### config.mk
export PLATFORM = sky130hd
export DESIGN_NAME = sorted_list_insert_delete
export DESIGN_NICKNAME = d
export VERILOG_FILES = /design/src/rtl/sli_pkg.sv /design/src/rtl/sli_front.sv /design/src/rtl/sli_store.sv /design/src/rtl/sli_readout.sv /design/src/rtl/sorted_list_insert_delete.sv
export SDC_FILE = /design/constraint.sdc
export NUM_CORES = 2
export LEC_CHECK = 0
export BUFFER_PORTS_ARGS = -buffer_cell sky130_fd_sc_hd__buf_2
export CORE_AREA = 4 4 527 529
export CTS_CLUSTER_DIAMETER = 100
export CTS_CLUSTER_SIZE = 25
export DETAILED_ROUTE_END_ITERATION = 10
export DIE_AREA = 0 0 531 533
export SLEW_MARGIN = 15
export SYNTH_ARGS = -nofsm -noshare
export SYNTH_HDL_FRONTEND = slang
export SYNTH_SLANG_ARGS = --single-unit
### constraint.sdc
create_clock -name clk -period 66 [get_ports clk]
set_clock_uncertainty 0.05 [all_clocks]
set_input_delay 6.6 -clock clk [delete_from_list [all_inputs] [get_ports clk]]
set_output_delay 6.6 -clock clk [all_outputs]
set_load 0.01 [all_outputs]
### src/rtl/sli_pkg.sv
// Package for the sorted list block: sizes, codes and item types.
// Used by every module of the block; depends on nothing.
package sli_pkg;

	localparam int DEPTH = 16;
	localparam int DATA_W = 32;
	localparam int ENTRY_W = 5;
	localparam int CNT_W = $clog2(DEPTH + 1);
	localparam int Q_DEPTH = 2;
	localparam int Q_PTR_W = (Q_DEPTH > 1) ? $clog2(Q_DEPTH) : 1;
	localparam int Q_CNT_W = $clog2(Q_DEPTH + 1);

	typedef logic signed [DATA_W-1:0] word_t;
	typedef word_t [DEPTH-1:0] list_t;

	typedef enum logic {
		OP_INSERT = 1'b0,
		OP_DELETE = 1'b1
	} op_t;

	typedef enum logic [1:0] {
		STAT_INSERTED  = 2'd0,
		STAT_DELETED   = 2'd1,
		STAT_NOT_FOUND = 2'd2,
		STAT_FULL      = 2'd3
	} status_t;

	typedef enum logic {
		RD_IDLE,
		RD_SEND
	} rd_state_t;

	typedef struct packed {
		logic  mode;
		word_t key_value;
	} in_item_t;

	typedef struct packed {
		status_t              status;
		word_t                element;
		logic                 element_valid;
		logic [ENTRY_W-1:0]   entry_count;
		logic                 last;
	} out_item_t;

	typedef struct packed {
		op_t   op;
		word_t key;
	} cmd_t;

	typedef struct packed {
		logic             go;
		status_t          status;
		logic [CNT_W-1:0] count;
	} exec_t;

endpackage

### src/rtl/sli_front.sv
// Front end: takes items, decodes the operation and queues the commands.
// Depends on sli_pkg.
module sli_front import sli_pkg::*; (
	input  logic     clk,
	input  logic     arst_n,
	input  logic     push,
	output logic     full,
	input  in_item_t cmd,
	output logic     cmd_valid,
	output cmd_t     cmd_out,
	input  logic     take
);

	cmd_t               q_q [Q_DEPTH];
	logic [Q_PTR_W-1:0] wr_ptr_q;
	logic [Q_PTR_W-1:0] rd_ptr_q;
	logic [Q_CNT_W-1:0] fill_q;
	cmd_t               dec;
	logic               wr_en;
	logic               rd_en;

	always_comb begin
		dec.key = cmd.key_value;
		unique case (cmd.mode)
			1'b0:    dec.op = OP_INSERT;
			default: dec.op = OP_DELETE;
		endcase
	end

	assign full      = (fill_q == Q_CNT_W'(Q_DEPTH));
	assign cmd_valid = (fill_q != '0);
	assign cmd_out   = q_q[rd_ptr_q];
	assign wr_en     = push && !full;
	assign rd_en     = take && cmd_valid;

	always_ff @(posedge clk) begin
		if (wr_en) begin
			q_q[wr_ptr_q] <= dec;
		end
	end

	always_ff @(posedge clk or negedge arst_n) begin
		if (!arst_n) begin
			wr_ptr_q <= '0;
			rd_ptr_q <= '0;
			fill_q   <= '0;
		end else begin
			if (wr_en) begin
				wr_ptr_q <= (wr_ptr_q == Q_PTR_W'(Q_DEPTH - 1)) ? '0 : wr_ptr_q + 1'b1;
			end
			if (rd_en) begin
				rd_ptr_q <= (rd_ptr_q == Q_PTR_W'(Q_DEPTH - 1)) ? '0 : rd_ptr_q + 1'b1;
			end
			unique case ({wr_en, rd_en})
				2'b10:   fill_q <= fill_q + 1'b1;
				2'b01:   fill_q <= fill_q - 1'b1;
				default: fill_q <= fill_q;
			endcase
		end
	end

endmodule

### src/rtl/sli_store.sv
// Back end store: a row of sorted cells that shift open to insert or closed to delete.
// Depends on sli_pkg.
module sli_store import sli_pkg::*; (
	input  logic  clk,
	input  logic  arst_n,
	input  logic  cmd_valid,
	input  cmd_t  cmd,
	output logic  take,
	input  logic  rd_idle,
	output exec_t exec,
	output list_t list
);

	list_t            store_q;
	logic [CNT_W-1:0] count_q;
	list_t            ins_list;
	list_t            del_list;
	logic [DEPTH-1:0] ge;
	logic [DEPTH-1:0] first;
	logic [DEPTH-1:0] hitv;
	logic             hit;
	logic             is_full;
	logic             ok;
	logic             go;

	// ge is monotone: stored values ascend and empty cells count as greater
	for (genvar j = 0; j < DEPTH; j++) begin : g_cell
		assign ge[j]   = (CNT_W'(j) >= count_q) || ($signed(store_q[j]) >= $signed(cmd.key));
		assign hitv[j] = first[j] && (CNT_W'(j) < count_q) && (store_q[j] == cmd.key);
		if (j == 0) begin : g_head
			assign first[j]    = ge[j];
			assign ins_list[j] = ge[j] ? cmd.key : store_q[j];
		end else begin : g_body
			assign first[j]    = ge[j] && !ge[j-1];
			assign ins_list[j] = first[j] ? cmd.key : (ge[j] ? store_q[j-1] : store_q[j]);
		end
		if (j == DEPTH - 1) begin : g_tail
			assign del_list[j] = store_q[j];
		end else begin : g_mid
			assign del_list[j] = ge[j] ? store_q[j+1] : store_q[j];
		end
	end

	assign hit     = |hitv;
	assign is_full = (count_q == CNT_W'(DEPTH));
	assign go      = cmd_valid && rd_idle;
	assign take    = go;

	always_comb begin
		exec.go = go;
		unique case (cmd.op)
			OP_INSERT: begin
				ok          = !is_full;
				exec.status = is_full ? STAT_FULL : STAT_INSERTED;
				exec.count  = is_full ? count_q : count_q + 1'b1;
				list        = is_full ? store_q : ins_list;
			end
			default: begin
				ok          = hit;
				exec.status = hit ? STAT_DELETED : STAT_NOT_FOUND;
				exec.count  = hit ? count_q - 1'b1 : count_q;
				list        = hit ? del_list : store_q;
			end
		endcase
	end

	always_ff @(posedge clk) begin
		if (go && ok) begin
			store_q <= list;
		end
	end

	always_ff @(posedge clk or negedge arst_n) begin
		if (!arst_n) begin
			count_q <= '0;
		end else if (go) begin
			count_q <= exec.count;
		end
	end

endmodule

### src/rtl/sli_readout.sv
// Back end readout: snapshot of the list shifted out one result per item.
// Depends on sli_pkg.
module sli_readout import sli_pkg::*; (
	input  logic      clk,
	input  logic      arst_n,
	input  exec_t     exec,
	input  list_t     list,
	output logic      rd_idle,
	output logic      empty,
	input  logic      pop,
	output out_item_t result
);

	rd_state_t        state_q;
	rd_state_t        state_nxt;
	list_t            snap_q;
	logic [CNT_W-1:0] rem_q;
	logic [CNT_W-1:0] cnt_q;
	status_t          status_q;
	logic             out_v_q;
	out_item_t        out_q;
	logic             emit;
	logic             final_one;

	assign final_one = (rem_q == CNT_W'(1));

	always_comb begin
		state_nxt = state_q;
		unique case (state_q)
			RD_IDLE: if (exec.go) state_nxt = RD_SEND;
			RD_SEND: if (emit && final_one) state_nxt = RD_IDLE;
			default: state_nxt = RD_IDLE;
		endcase
	end

	always_comb begin
		rd_idle = 1'b0;
		emit    = 1'b0;
		unique case (state_q)
			RD_IDLE: rd_idle = 1'b1;
			RD_SEND: emit = !out_v_q || pop;
			default: rd_idle = 1'b0;
		endcase
	end

	assign empty  = !out_v_q;
	assign result = out_q;

	always_ff @(posedge clk) begin
		if (exec.go) begin
			snap_q   <= list;
			cnt_q    <= exec.count;
			status_q <= exec.status;
		end else if (emit) begin
			for (int j = 0; j < DEPTH - 1; j++) begin
				snap_q[j] <= snap_q[j+1];
			end
		end
		if (emit) begin
			out_q.status        <= status_q;
			out_q.element       <= (cnt_q == '0) ? '0 : snap_q[0];
			out_q.element_valid <= (cnt_q != '0);
			out_q.entry_count   <= ENTRY_W'(cnt_q);
			out_q.last          <= final_one;
		end
	end

	always_ff @(posedge clk or negedge arst_n) begin
		if (!arst_n) begin
			state_q <= RD_IDLE;
			rem_q   <= '0;
			out_v_q <= 1'b0;
		end else begin
			state_q <= state_nxt;
			if (exec.go) begin
				rem_q <= (exec.count == '0) ? CNT_W'(1) : exec.count;
			end else if (emit) begin
				rem_q <= rem_q - 1'b1;
			end
			if (emit) begin
				out_v_q <= 1'b1;
			end else if (pop) begin
				out_v_q <= 1'b0;
			end
		end
	end

endmodule

### src/rtl/sorted_list_insert_delete.sv
// Top level of the sorted list block: front queue, cell store and readout.
// Depends on sli_pkg, sli_front, sli_store and sli_readout.
//
//   channel   handshake        payload      moves
//   command   push / full      cmd          one insert or delete item
//   result    empty / pop      result       one list element per item
//
// An operation updates the cell row, then the readout sends max(count, 1) results,
// one a cycle through the output register while pop keeps up with them.
// The two-entry command queue keeps taking items, until it is full, while the readout stalls on pop.
// Reset empties the list and both queues; no clearing pass is needed.
module sorted_list_insert_delete import sli_pkg::*; (
	input  logic      clk,
	input  logic      arst_n,
	input  logic      push,
	output logic      full,
	input  in_item_t  cmd,
	output logic      empty,
	input  logic      pop,
	output out_item_t result
);

	logic  cmd_valid;
	cmd_t  cmd_q;
	logic  take;
	logic  rd_idle;
	exec_t exec;
	list_t list;

	sli_front u_front (
		.clk       (clk),
		.arst_n    (arst_n),
		.push      (push),
		.full      (full),
		.cmd       (cmd),
		.cmd_valid (cmd_valid),
		.cmd_out   (cmd_q),
		.take      (take)
	);

	sli_store u_store (
		.clk       (clk),
		.arst_n    (arst_n),
		.cmd_valid (cmd_valid),
		.cmd       (cmd_q),
		.take      (take),
		.rd_idle   (rd_idle),
		.exec      (exec),
		.list      (list)
	);

	sli_readout u_readout (
		.clk     (clk),
		.arst_n  (arst_n),
		.exec    (exec),
		.list    (list),
		.rd_idle (rd_idle),
		.empty   (empty),
		.pop     (pop),
		.result  (result)
	);

endmodule

==> reports/results.md <==
Status
* status: completed

Power and ir drop
* largest voltage drop on the vdd net: 41.7 µV
* part of the total power dissipated in sequential elements: 0.383
* net switching fraction of the power: 0.428
* combinational cell fraction of total power: 0.494
* internal portion of total power: 1.84 mW
* reported leakage power: 25.5 nW
* switching power: 1.37 mW
* relative contribution of the clock network to total power: 0.123
* total power density per cell area: 43.4 nW/µm²

Yosys
* cell type with the largest total area after synthesis: edfxtp_1
* share of the synthesized area in the top cell type: 0.503
* syn nets: 6,837
* Netlist cell types: 83
* synth top area cells: edfxtp_1, ha_1, nor2_1
* proportion of synthesized chip area in sequential cells: 0.509
* flip-flop and latch count after synthesis: 1,154
* post-synthesis cell area: 67,900 µm²
* number of enable-type register cells in the synthesized netlist: 1,138
* Post-Syn Instances: 6,280
* most numerous cell types in the synthesized netlist: edfxtp_1, nor2_1, nand2_1
* count leader, synth: edfxtp_1
* Synth Flop Type: edfxtp_1
* Synth async-reset ratio: 0.0139
* Yosys warnings: 0
* Mean Syn Cell Area: 10.8 µm²

Setup path
* CP Class: in2reg
* flop2flop setup slack: 56.63 ns
* required time at the endpoint of the critical path: 66.29 ns
* cell type of the slowest stage on the worst timing path: buf_4
* critical path launch point type: primary input
* top cell family by delay on the critical path: buffers and inverters
* critical path peak fanout: 62
* arrival time at the worst endpoint: 10.16 ns
* slowest cell delay on critical path: 0.81 ns
* worst-path cell chain: buf_2 > nand2b_1 > nand2_1 > nand2_4 > buf_4 > buf_4 > buf_4
* most frequent CP cell: buf_4
* Setup crit end kind: flip-flop
* count of buffering cells on the critical path with inverters included: 4

STA
* count of final hold-check violations: 0
* worst hold margin: 0.382 ns
* endpoints failing setup: 0
* fmax: 101 MHz
* clock period minus final worst setup slack: 9.87 ns
* period utilisation layout: 0.150
* worst relative slew slack: 0.151
* unrepaired setup endpoints after global routing: no
* transition time at the pin with the least slew margin: 1.27 ns
* final max-slew violation count: 0
* setup tns final: 0 ns

Global routing
* GR Util met3: 0.0186
* GR Overflow Total: 0
* met2 Resource Use GR: 0.233
* global-route wire length before repair: 324,000 µm
* grt met1 use: 0.193
* antenna violations before repair: 11
* number of global-route vias before repair: 51,800
* maximum number of pins on one net before global-route repair: 169
* Most Crowded Layer GR: met2
* total routing resource utilization after global routing: 0.144

Finish
* area growth from synthesis to layout: 9.19%
* final core area utilization: 0.272
* layout cells sized above 1: 0.122
* number of nets at the end of the flow: 6,644
* non-filler cells, final: 9,703

Hold path
* classification of the worst-slack hold path: reg2reg

Placed design
* HPWL Detailed: 145,000 µm
* GP Congestion: 0.937
* count of input and output buffers: 79
* # placed instances: 9,620

Die
* Core Box Area: 273,000 µm²
* die width: 531 µm
* Row Count: 192
* # IOs: 80
* Die Outline Area: 283,000 µm²
* Vert. Die Dim: 533 µm
* initial core utilization: 0.249

Clocking
* number of clock sinks: 1,154
* clock-pin slew on the worst setup and hold paths: 0.10 ns
* hold buffer count at cts: 0
* CTS tree: yes
* worst skew pair latency: 0.72 ns
* root buffer selected by CTS: clkbuf_16
* number of buffers inserted during clock tree synthesis: 53
* post-CTS setup buffer count: 0
* maximum buffer depth of the clock tree: 3
* post-cts resize count: 0
* H-Tree Depth: 2

Routing
* Final Routed Wirelength: 213,000 µm
* DRC violations left: 0
* mean number of vias per cell: 5.40
* detailed-routing iteration count for the pre-antenna-repair pass: 8
* DR vias: 52,400
* starting DRC count in detailed routing: 5,645
* post-DR wirelength/cell: 21.9 µm
* remaining antenna violation count after routing: 0

Run
* max-capacitance violation count: 0

## metrics by stage
step                setup slack, ns  power, mW  cell area, µm²
detailed placement            55.34       2.81           72600
CTS                           56.11       3.21           74100
global route                  55.91       3.42           74100
floorplan                     38.44       2.36           67900
finish                        56.13       3.21           74100
global placement              55.41       2.76           72600
## final cells by class
cell class / instances / area [µm²]
diodes: 3 / 7.51
clock inverters: 8 / 58.8
repair buffers: 194 / 1350
well taps: 3589 / 4490
fillers: 28200 / 199000
clock buffers: 71 / 1390
flip-flops and latches: 1154 / 34600
inverters: 65 / 251
multi-input cells: 4619 / 32000
## placed cells by master, fill, tap and decap left out, types with 79 or more instances in the layout
master,Yosys,routed
edfxtp_1,1138,1138
nor2_1,725,717
nand2_1,591,582
ha_1,520,520
a21oi_1,487,482
o21ai_0,306,306
mux2_2,238,238
o211ai_1,202,202
o22ai_1,197,196
a211oi_1,180,180
o221a_2,155,155
nor3_1,117,115
nand4_1,113,113
a221oi_1,113,113
buf_4,3,107
buf_2,29,79
## metal layers
metal	wire length, µm	vias to the layer above
li1	-	24200
met1	90300	25400
met2	98100	2326
met3	14500	441
met4	9790	4
met5	27	-
## cell families (layout without fill, tap and decap cells)
logic type                 Yosys count  in the layout  share of synthesized area
and+or+nand+nor                   1813           1813                      0.117
DFF                               1154           1154                      0.509
other                                0              3                          0
xor gates and xnor gates            19             19                    0.00245
buffers and inverters              507            338                     0.0287
AOI/OAI and AO/OA                 1979           1979                      0.200
muxes                              288            288                     0.0469
adders and majority gates          520            520                     0.0959
## path summary, 6_finish.rpt
check | start | to | cells after the start
worst max-delay path | pop | u_readout.snap_q[152] | 7
worst min-delay path | u_readout.status_q[0] | u_readout.result[39] | 0
worst max register to register | u_front.rd_ptr_q | u_store.store_q[10] | 19
worst min register to register | u_readout.status_q[0] | u_readout.result[39] | 0
max in group asynchronous | arst_n | u_front.rd_ptr_q | 1
min in group asynchronous | arst_n | u_store.count_q[4] | 1
## registers in the layout (all words and copies together) (netlist names)
signal	count
u_store.store_q	480
u_readout.rem_q	5
u_front.rd_ptr_q	1
u_readout.status_q	2
u_front.wr_ptr_q	1
u_readout.snap_q	512
u_store.count_q	5
u_front.q_q	66
u_store.del_list	32
u_readout.out_v_q	1
u_front.fill_q	2
u_readout.cnt_q	5
u_readout.state_q	1
u_readout.result	41
## power by group through the flow
stage	Clock, mW	Sequential [mW]	Combinational (mW)
3_5_place_dp	0	1.25	1.57
2_1_floorplan	0	1.28	1.08
4_1_cts	0.403	1.23	1.57
6_report	0.394	1.23	1.59
5_1_grt	0.428	1.25	1.75
3_3_place_gp	0	1.24	1.52
No activity file was read; power rests on OpenSTA's default activity.
